<file path="config.mk">
export PLATFORM = sky130hd
export DESIGN_NAME = hex_template_parser
export DESIGN_NICKNAME = d
export VERILOG_FILES = /design/src/sv/htp_pkg.sv /design/src/sv/hex_template_parser.sv /design/src/sv/htp_char_decode.sv /design/src/sv/htp_parse_core.sv
export SDC_FILE = /design/constraint.sdc
export NUM_CORES = 1
export LEC_CHECK = 0
export BUFFER_PORTS_ARGS = -buffer_cell sky130_fd_sc_hd__buf_2
export CORE_AREA = 2 2 116 118
export DETAILED_ROUTE_END_ITERATION = 8
export DIE_AREA = 0 0 118 120
export GPL_TIMING_DRIVEN = 0
export HOLD_SLACK_MARGIN = 0.06
export PLACE_DENSITY_LB_ADDON = 0.12
export SLEW_MARGIN = 20
export SYNTH_ARGS = -nofsm -noshare
export SYNTH_HDL_FRONTEND = slang
export SYNTH_SLANG_ARGS = --single-unit
</file>
<file path="constraint.sdc">
create_clock -name i_clk -period 9.2 [get_ports i_clk]
set_clock_uncertainty 0.15 [all_clocks]
set_input_delay 0 -clock i_clk [delete_from_list [all_inputs] [get_ports i_clk]]
set_output_delay 0 -clock i_clk [all_outputs]
set_load 0.03 [all_outputs]
</file>
<file path="src/sv/htp_pkg.sv">
// Shared types and constants for the hex template parser.
// Holds the request structs, result codes and character codes; no dependencies.
`timescale 1ns / 1ps
`default_nettype none

package htp_pkg;

    localparam int unsigned LINE_W  = 20;
    localparam int unsigned COUNT_W = 17;
    localparam int unsigned LIMIT_W = 16;

    localparam logic [LINE_W-1:0]  LINE_MAX  = 20'hFFFFF;
    localparam logic [COUNT_W-1:0] COUNT_MAX = 17'h10000;
    localparam logic [LIMIT_W-1:0] LIMIT_RESET = 16'hFFFF;

    localparam logic [7:0] CH_UPPER_A = 8'h41;
    localparam logic [7:0] CH_UPPER_Z = 8'h5A;
    localparam logic [7:0] CH_CASE_GAP = 8'h20;
    localparam logic [7:0] CH_DIGIT_0 = 8'h30;
    localparam logic [7:0] CH_DIGIT_9 = 8'h39;
    localparam logic [7:0] CH_LOWER_A = 8'h61;
    localparam logic [7:0] CH_LOWER_F = 8'h66;
    localparam logic [7:0] CH_LOWER_X = 8'h78;
    localparam logic [7:0] CH_HASH    = 8'h23;
    localparam logic [7:0] CH_SPACE   = 8'h20;
    localparam logic [7:0] CH_TAB     = 8'h09;
    localparam logic [7:0] CH_NEWLINE = 8'h0A;
    localparam logic [7:0] CH_CR      = 8'h0D;
    localparam logic [3:0] LETTER_NIBBLE_ADJ = 4'd9;

    typedef enum logic {
        CMD_CHAR = 1'b0,
        CMD_END  = 1'b1
    } t_command;

    typedef enum logic [1:0] {
        KIND_BYTE  = 2'd0,
        KIND_ERROR = 2'd1,
        KIND_END   = 2'd2
    } t_kind;

    typedef enum logic [1:0] {
        ERR_OPEN_RANDOM = 2'd0,
        ERR_OPEN_HEX    = 2'd1,
        ERR_BAD_CHAR    = 2'd2,
        ERR_TOO_LONG    = 2'd3
    } t_err_code;

    typedef struct packed {
        t_command   command;
        logic [7:0] character;
    } t_in_item;

    typedef struct packed {
        t_kind              kind;
        logic [7:0]         data_byte;
        logic               random_flag;
        logic               mask_valid;
        logic [7:0]         mask_byte;
        t_err_code          error_code;
        logic [LINE_W-1:0]  line_number;
        logic [COUNT_W-1:0] byte_count;
    } t_out_item;

    typedef struct packed {
        logic       is_hex;
        logic [3:0] hex_val;
        logic       is_x;
        logic       is_newline;
        logic       is_hash;
        logic       is_blank;
    } t_char_class;

endpackage

`default_nettype wire

</file>
<file path="src/sv/hex_template_parser.sv">
// Top level of the hex template parser: request register, parser, result register.
// Depends on htp_pkg, htp_char_decode and htp_parse_core.
`timescale 1ns / 1ps
`default_nettype none

// Takes one text character or end command per cycle and sustains one request
// per clock unless the output stalls; each request passes the input register,
// then the result register. Characters that yield no template byte, error or
// end report produce no result. The length limit is written through i_cfg_we /
// i_cfg_data and should only change while the parser is idle; it resets to 65535.
module hex_template_parser (
    input  wire logic                           i_clk,
    input  wire logic                           i_rst_n,
    input  wire logic                           i_cfg_we,
    input  wire logic [htp_pkg::LIMIT_W-1:0]    i_cfg_data,
    input  wire logic                           i_in_valid,
    output logic                                o_in_stall,
    input  wire htp_pkg::t_in_item              i_in_data,
    output logic                                o_out_valid,
    input  wire logic                           i_out_stall,
    output htp_pkg::t_out_item                  o_out_data
);

    logic [htp_pkg::LIMIT_W-1:0] r_max_len;
    logic                        r_in_valid;
    htp_pkg::t_in_item           r_in_item;
    logic                        r_out_valid;
    htp_pkg::t_out_item          r_out_item;

    logic                        fire;
    logic                        res_valid;
    htp_pkg::t_out_item          res;
    htp_pkg::t_char_class        char_class;

    assign fire       = r_in_valid && !(r_out_valid && i_out_stall);
    assign o_in_stall = r_in_valid && !fire;

    always_ff @(posedge i_clk) begin
        if (!i_rst_n) begin
            r_max_len <= htp_pkg::LIMIT_RESET;
        end else if (i_cfg_we) begin
            r_max_len <= i_cfg_data;
        end
    end

    always_ff @(posedge i_clk) begin
        if (!i_rst_n) begin
            r_in_valid <= 1'b0;
        end else if (!o_in_stall) begin
            r_in_valid <= i_in_valid;
        end
    end

    always_ff @(posedge i_clk) begin
        if (!o_in_stall && i_in_valid) begin
            r_in_item <= i_in_data;
        end
    end

    htp_char_decode u_decode (
        .i_char  (r_in_item.character),
        .o_class (char_class)
    );

    htp_parse_core u_core (
        .i_clk       (i_clk),
        .i_rst_n     (i_rst_n),
        .i_fire      (fire),
        .i_item      (r_in_item),
        .i_class     (char_class),
        .i_max_len   (r_max_len),
        .o_res_valid (res_valid),
        .o_res       (res)
    );

    always_ff @(posedge i_clk) begin
        if (!i_rst_n) begin
            r_out_valid <= 1'b0;
        end else if (fire) begin
            r_out_valid <= res_valid;
        end else if (!i_out_stall) begin
            r_out_valid <= 1'b0;
        end
    end

    always_ff @(posedge i_clk) begin
        if (fire && res_valid) begin
            r_out_item <= res;
        end
    end

    assign o_out_valid = r_out_valid;
    assign o_out_data  = r_out_item;

endmodule

`default_nettype wire

</file>
<file path="src/sv/htp_char_decode.sv">
// Character classifier: case folding, hex digit value and class flags.
// Depends on htp_pkg.
`timescale 1ns / 1ps
`default_nettype none

module htp_char_decode (
    input  wire logic [7:0]         i_char,
    output htp_pkg::t_char_class    o_class
);

    logic [7:0] folded;
    logic       is_digit;
    logic       is_letter;

    always_comb begin
        if (i_char >= htp_pkg::CH_UPPER_A && i_char <= htp_pkg::CH_UPPER_Z) begin
            folded = i_char + htp_pkg::CH_CASE_GAP;
        end else begin
            folded = i_char;
        end
        is_digit  = (folded >= htp_pkg::CH_DIGIT_0) && (folded <= htp_pkg::CH_DIGIT_9);
        is_letter = (folded >= htp_pkg::CH_LOWER_A) && (folded <= htp_pkg::CH_LOWER_F);

        o_class.is_hex     = is_digit || is_letter;
        o_class.hex_val    = is_letter ? (folded[3:0] + htp_pkg::LETTER_NIBBLE_ADJ)
                                       : folded[3:0];
        o_class.is_x       = (folded == htp_pkg::CH_LOWER_X);
        o_class.is_newline = (folded == htp_pkg::CH_NEWLINE);
        o_class.is_hash    = (folded == htp_pkg::CH_HASH);
        o_class.is_blank   = (folded == htp_pkg::CH_SPACE) ||
                             ((folded >= htp_pkg::CH_TAB) && (folded <= htp_pkg::CH_CR));
    end

endmodule

`default_nettype wire

</file>
<file path="src/sv/htp_parse_core.sv">
// Parser state and per-character result logic.
// Depends on htp_pkg; fed by htp_char_decode.
`timescale 1ns / 1ps
`default_nettype none

module htp_parse_core (
    input  wire logic                           i_clk,
    input  wire logic                           i_rst_n,
    input  wire logic                           i_fire,
    input  wire htp_pkg::t_in_item              i_item,
    input  wire htp_pkg::t_char_class           i_class,
    input  wire logic [htp_pkg::LIMIT_W-1:0]    i_max_len,
    output logic                                o_res_valid,
    output htp_pkg::t_out_item                  o_res
);

    logic                           r_in_random, n_in_random;
    logic                           r_in_comment, n_in_comment;
    logic                           r_pending, n_pending;
    logic [3:0]                     r_high, n_high;
    logic [7:0]                     r_acc, n_acc;
    logic [2:0]                     r_pos, n_pos;
    logic [htp_pkg::LINE_W-1:0]     r_line, n_line;
    logic [htp_pkg::COUNT_W-1:0]    r_bytes, n_bytes;
    logic                           r_err, n_err;

    logic                           emit;
    logic                           emit_rnd;
    logic [7:0]                     emit_val;
    logic [7:0]                     acc_or;
    logic [htp_pkg::LINE_W-1:0]     line_inc;
    logic [htp_pkg::COUNT_W-1:0]    bytes_inc;

    always_ff @(posedge i_clk) begin
        if (!i_rst_n) begin
            r_in_random  <= 1'b0;
            r_in_comment <= 1'b0;
            r_pending    <= 1'b0;
            r_high       <= '0;
            r_acc        <= '0;
            r_pos        <= '0;
            r_line       <= htp_pkg::LINE_W'(1);
            r_bytes      <= '0;
            r_err        <= 1'b0;
        end else if (i_fire) begin
            r_in_random  <= n_in_random;
            r_in_comment <= n_in_comment;
            r_pending    <= n_pending;
            r_high       <= n_high;
            r_acc        <= n_acc;
            r_pos        <= n_pos;
            r_line       <= n_line;
            r_bytes      <= n_bytes;
            r_err        <= n_err;
        end
    end

    assign line_inc  = (r_line < htp_pkg::LINE_MAX) ? r_line + 1'b1 : r_line;
    assign bytes_inc = (r_bytes < htp_pkg::COUNT_MAX) ? r_bytes + 1'b1 : r_bytes;
    assign acc_or    = r_acc | (8'(emit_rnd) << r_pos);

    always_comb begin
        n_in_random  = r_in_random;
        n_in_comment = r_in_comment;
        n_pending    = r_pending;
        n_high       = r_high;
        n_acc        = r_acc;
        n_pos        = r_pos;
        n_line       = r_line;
        n_bytes      = r_bytes;
        n_err        = r_err;
        emit         = 1'b0;
        emit_rnd     = 1'b0;
        emit_val     = '0;
        o_res_valid  = 1'b0;
        o_res        = '0;
        o_res.kind        = htp_pkg::KIND_BYTE;
        o_res.error_code  = htp_pkg::ERR_OPEN_RANDOM;
        o_res.line_number = r_line;
        o_res.byte_count  = r_bytes;

        if (i_item.command == htp_pkg::CMD_END) begin
            if (!r_err) begin
                o_res_valid = 1'b1;
                if (r_bytes > {1'b0, i_max_len}) begin
                    o_res.kind       = htp_pkg::KIND_ERROR;
                    o_res.error_code = htp_pkg::ERR_TOO_LONG;
                end else begin
                    o_res.kind       = htp_pkg::KIND_END;
                    o_res.mask_valid = (r_pos != '0);
                    o_res.mask_byte  = (r_pos != '0) ? r_acc : '0;
                end
            end
            n_in_random  = 1'b0;
            n_in_comment = 1'b0;
            n_pending    = 1'b0;
            n_high       = '0;
            n_acc        = '0;
            n_pos        = '0;
            n_line       = htp_pkg::LINE_W'(1);
            n_bytes      = '0;
            n_err        = 1'b0;
        end else if (!r_err) begin
            priority if (r_in_random) begin
                if (!i_class.is_x) begin
                    n_err            = 1'b1;
                    o_res_valid      = 1'b1;
                    o_res.kind       = htp_pkg::KIND_ERROR;
                    o_res.error_code = htp_pkg::ERR_OPEN_RANDOM;
                end else begin
                    n_in_random = 1'b0;
                end
            end else if (r_in_comment) begin
                if (i_class.is_newline) begin
                    n_in_comment = 1'b0;
                    n_line       = line_inc;
                end
            end else if (i_class.is_hex) begin
                if (r_pending) begin
                    n_pending = 1'b0;
                    emit      = 1'b1;
                    emit_val  = {r_high, i_class.hex_val};
                end else begin
                    n_high    = i_class.hex_val;
                    n_pending = 1'b1;
                end
            end else if (r_pending) begin
                n_err            = 1'b1;
                o_res_valid      = 1'b1;
                o_res.kind       = htp_pkg::KIND_ERROR;
                o_res.error_code = htp_pkg::ERR_OPEN_HEX;
            end else if (i_class.is_newline) begin
                n_line = line_inc;
            end else if (i_class.is_hash) begin
                n_in_comment = 1'b1;
            end else if (i_class.is_x) begin
                n_in_random = 1'b1;
                emit        = 1'b1;
                emit_rnd    = 1'b1;
            end else begin
                if (!i_class.is_blank) begin
                    n_err            = 1'b1;
                    o_res_valid      = 1'b1;
                    o_res.kind       = htp_pkg::KIND_ERROR;
                    o_res.error_code = htp_pkg::ERR_BAD_CHAR;
                end
            end

            if (emit) begin
                o_res_valid       = 1'b1;
                o_res.kind        = htp_pkg::KIND_BYTE;
                o_res.data_byte   = emit_val;
                o_res.random_flag = emit_rnd;
                o_res.byte_count  = bytes_inc;
                n_bytes           = bytes_inc;
                n_pos             = r_pos + 1'b1;
                if (r_pos == 3'd7) begin
                    o_res.mask_valid = 1'b1;
                    o_res.mask_byte  = acc_or;
                    n_acc            = '0;
                end else begin
                    n_acc = acc_or;
                end
            end
        end
    end

endmodule

`default_nettype wire
</file>
==> flow_metrics.py <==
metrics = {
    "run_status": {
        "status": "complete, no violations",
    },
    "critical_path": {
        "cp_num_buf_inv": 5,
        "critPathTopFamily": "compound AO/OA/AOI/OAI gates",
        "worst_r2r_path_depth": 13,
        "cp_max_fo": 17,
        "cp_slowest_cell": "or4b_4",
        "critical_path.endpoint_type": "flop",
        "startpoint_type": "flop",
        "path_class": "reg2reg",
        "cp_num_cells": 13,
        "max_stage_delay_ns": 0.54,
        "cp.arrival_ns": 3.95,
        "crit_chain": "clkbuf_1 > inv_1 > ha_1 > or4b_4 > a21oi_1 > o22ai_1 > a21o_1 > nor2_1 > a21oi_1 > a211oi_4 > buf_6 > buf_8 > buf_6",
        "required_ns": 9.16,
    },
    "clocking": {
        "cts.htree.levels": 4,
        "cts.sinks": 142,
        "cts_buffer_depth": 2,
        "clkLatencyLatePin_ns": 0.42,
        "cts_tree": "built",
        "clock-root-buffer": "clkbuf_16",
        "cts-buffers-inserted": 17,
        "post-cts-setup-buffers": 0,
        "path_clk_slew_ns": 0.06,
    },
    "pwr": {
        "p_int_mw": 1.195,
        "p_switching_mw": 0.3603,
        "pwr-share-comb_pct": 9.5,
        "seqPwrFrac_pct": 44.3,
        "total_power_mw": 1.555,
        "power_frac_clock_pct": 46.3,
        "sw_frac_of_total_pct": 23.17,
        "p_leak_nw": 3.465,
        "ir_drop_uv": 98.64,
        "powerDensity_nw_per_um2": 173.7,
    },
    "floorplanning": {
        "die_h_um": 120,
        "rows": 42,
        "num_io_pins": 91,
        "dieArea_sq_um": 14160,
        "core_sq_um": 12980,
        "start_util_pct": 53.88,
        "die_w_um": 118,
    },
    "logic_synthesis": {
        "yosysUniqueCellTypes": 76,
        "synth_top_family_by_area": "simple AND/OR/NAND/NOR gates",
        "ys_top_cells_by_area": "edfxtp_1, dfxtp_1, ha_1",
        "synth_compound_area_share_pct": 15.87,
        "synth_area_sq_um": 6993,
        "synthAdderAreaFrac_pct": 4.831,
        "yosys.area_share.xor_xnor_pct": 4.008,
        "synth_top_area_cell": "edfxtp_1",
        "synth_seq_cells": 142,
        "syn_area_per_cell_sq_um": 10.00,
        "synthCells": 699,
        "synth_edf_count": 68,
        "synth.top_cell.area_share_pct": 29.20,
        "synthSimpleGateAreaFrac_pct": 20.11,
        "synth-async-reset-ratio_pct": 0,
        "synth_ff_type": "dfxtp_1",
        "synth.yosys.warnings": 0,
        "synth.area.mux_share_pct": 0.4473,
        "ys_seq_area_share_pct": 50.38,
        "synth_nets": 756,
    },
    "placed_design": {
        "postPlaceCellArea_sq_um": 7720,
        "pre_cts_ws_ns": 5.259,
        "dpl.hpwl_um": 12530,
        "place_inst": 968,
        "gp_congestion": 0.8966,
        "io_buffers": 89,
    },
    "detailed_routing": {
        "firstDrtPassIters": 5,
        "wire_per_inst_um": 17.60,
        "drc": 0,
        "wl_um": 18670,
        "routed-via-count": 6147,
        "dr.first_iter.drc_count": 542,
        "ant_nets": 0,
        "via_per_inst": 5.794,
    },
    "grt": {
        "grtUsageTotal_pct": 27.04,
        "grt_pass1_vias": 6101,
        "grt_first_pass_wirelength_um": 30130,
        "grt_overflow": 0,
        "grt_start_max_net_pins": 18,
        "antenna_found_initial": 0,
    },
    "cells_and_area": {
        "n_antenna_cell": 0,
        "syn2layout_area_growth_pct": 28.02,
        "nFillCells": 1003,
        "fin_nets": 929,
        "final_core_util_pct": 68.97,
        "multiInputGateArea_sq_um": 3183,
        "final_common_cell": "buf_2",
        "design_area_sq_um": 8952,
        "instances_no_fill": 1061,
        "seq_area_sq_um": 3523,
        "layout_common_cells": "buf_2, dfxtp_1, edfxtp_1",
        "drive_gt1_share_pct": 16.38,
    },
    "timing": {
        "tightest_slew_ns": 1.042,
        "fmax_mhz": 250.6,
        "finalCriticalPeriod_ns": 3.991,
        "slew_headroom_pct": 29.77,
        "finalCritPeriodShare_pct": 43.38,
        "rsz0062_at_grt": "false",
        "maxSlewViolCount": 0,
        "setup-tns-final_ns": 0,
        "whs_ns": 0.1323,
        "timing.final.ws_setup_ns": 5.209,
        "hold_viol": 0,
        "final-setup-viol-count": 0,
    },
    "min_path": {
        "hold_depth": 2,
        "hold_class": "in2reg",
    },
    "flow_run": {
        "cap_violations": 0,
    },
}
## worst paths after layout
| path | end | from | slack (ns) |
|---|---|---|---|
| setup / recovery | o_out_data[6] | r_in_item[1] | 5.21 |
| hold / removal | r_in_item[3] | i_in_data[3] | 0.13 |
| setup reg to reg | o_out_data[6] | r_in_item[1] | 5.21 |
| hold reg to reg | u_core.r_high[1] | u_core.r_high[1] | 0.31 |
## flip-flops by register name, summed over array words and instances (netlist names)
name                 flops
o_out_data              59
o_out_valid              1
r_in_item                9
r_in_valid               1
r_max_len               16
u_core.r_acc             8
u_core.r_bytes          17
u_core.r_err             1
u_core.r_high            4
u_core.r_in_comment      1
u_core.r_in_random       1
u_core.r_line           20
u_core.r_pending         1
u_core.r_pos             3
## layer usage
metal / GRT usage (%) / wire [um] / vias up
met5: 0 / 0 / -
met3: 4.515 / 930 / 34
met1: 32.06 / 7728 / 2946
li1: - / - / 2941
met4: 10.99 / 414 / 0
met2: 48.73 / 9599 / 226
## power by group through the flow
stage	Clock, mW	Combinational, mW	Sequential [mW]
after floorplan	0	0.0595	0.723
after global routing	0.754	0.158	0.690
after CTS	0.725	0.143	0.688
final	0.719	0.148	0.688
after global placement	0	0.114	0.705
after detailed placement	0	0.122	0.701
## cell families after synthesis
kind of cell,count (synthesis)
and+or+nand+nor,273
adders and majority gates,27
muxes,3
DFF,142
xor gates and xnor gates,32
buffers and inverters,75
AOI/OAI and AO/OA,147
## cell usage after synthesis, types with 5 or more instances
master	count
nand2_1	54
o2111ai_1	5
and2_1	6
nor4_1	10
a31oi_1	11
nor2_1	62
nor2b_1	10
dfxtp_1	74
xnor2_1	19
nand2b_1	10
ha_1	27
clkbuf_1	30
xor2_1	13
nand3_1	27
nand4_1	18
edfxtp_1	68
o21ai_0	15
and3_1	12
o21a_1	14
nor3_1	31
a21oi_1	21
o22ai_1	6
or3_1	12
inv_1	35
o211ai_1	27
## repair_timing
item,CTS,global route
hold buffers,61,0
resized for setup,0,0
endpoints found under the hold margin,37,0
## cell type report
cell class	count	area share [%]
sequential	142	39.36
multi-input combinational	482	35.56
timing repair buffer	154	12.34
clock buffer	21	5.031
tap	176	2.460
buffer	39	1.887
clock inverter	11	1.859
inverter	36	1.509
Note: power is estimated with default switching activity, not from simulation.
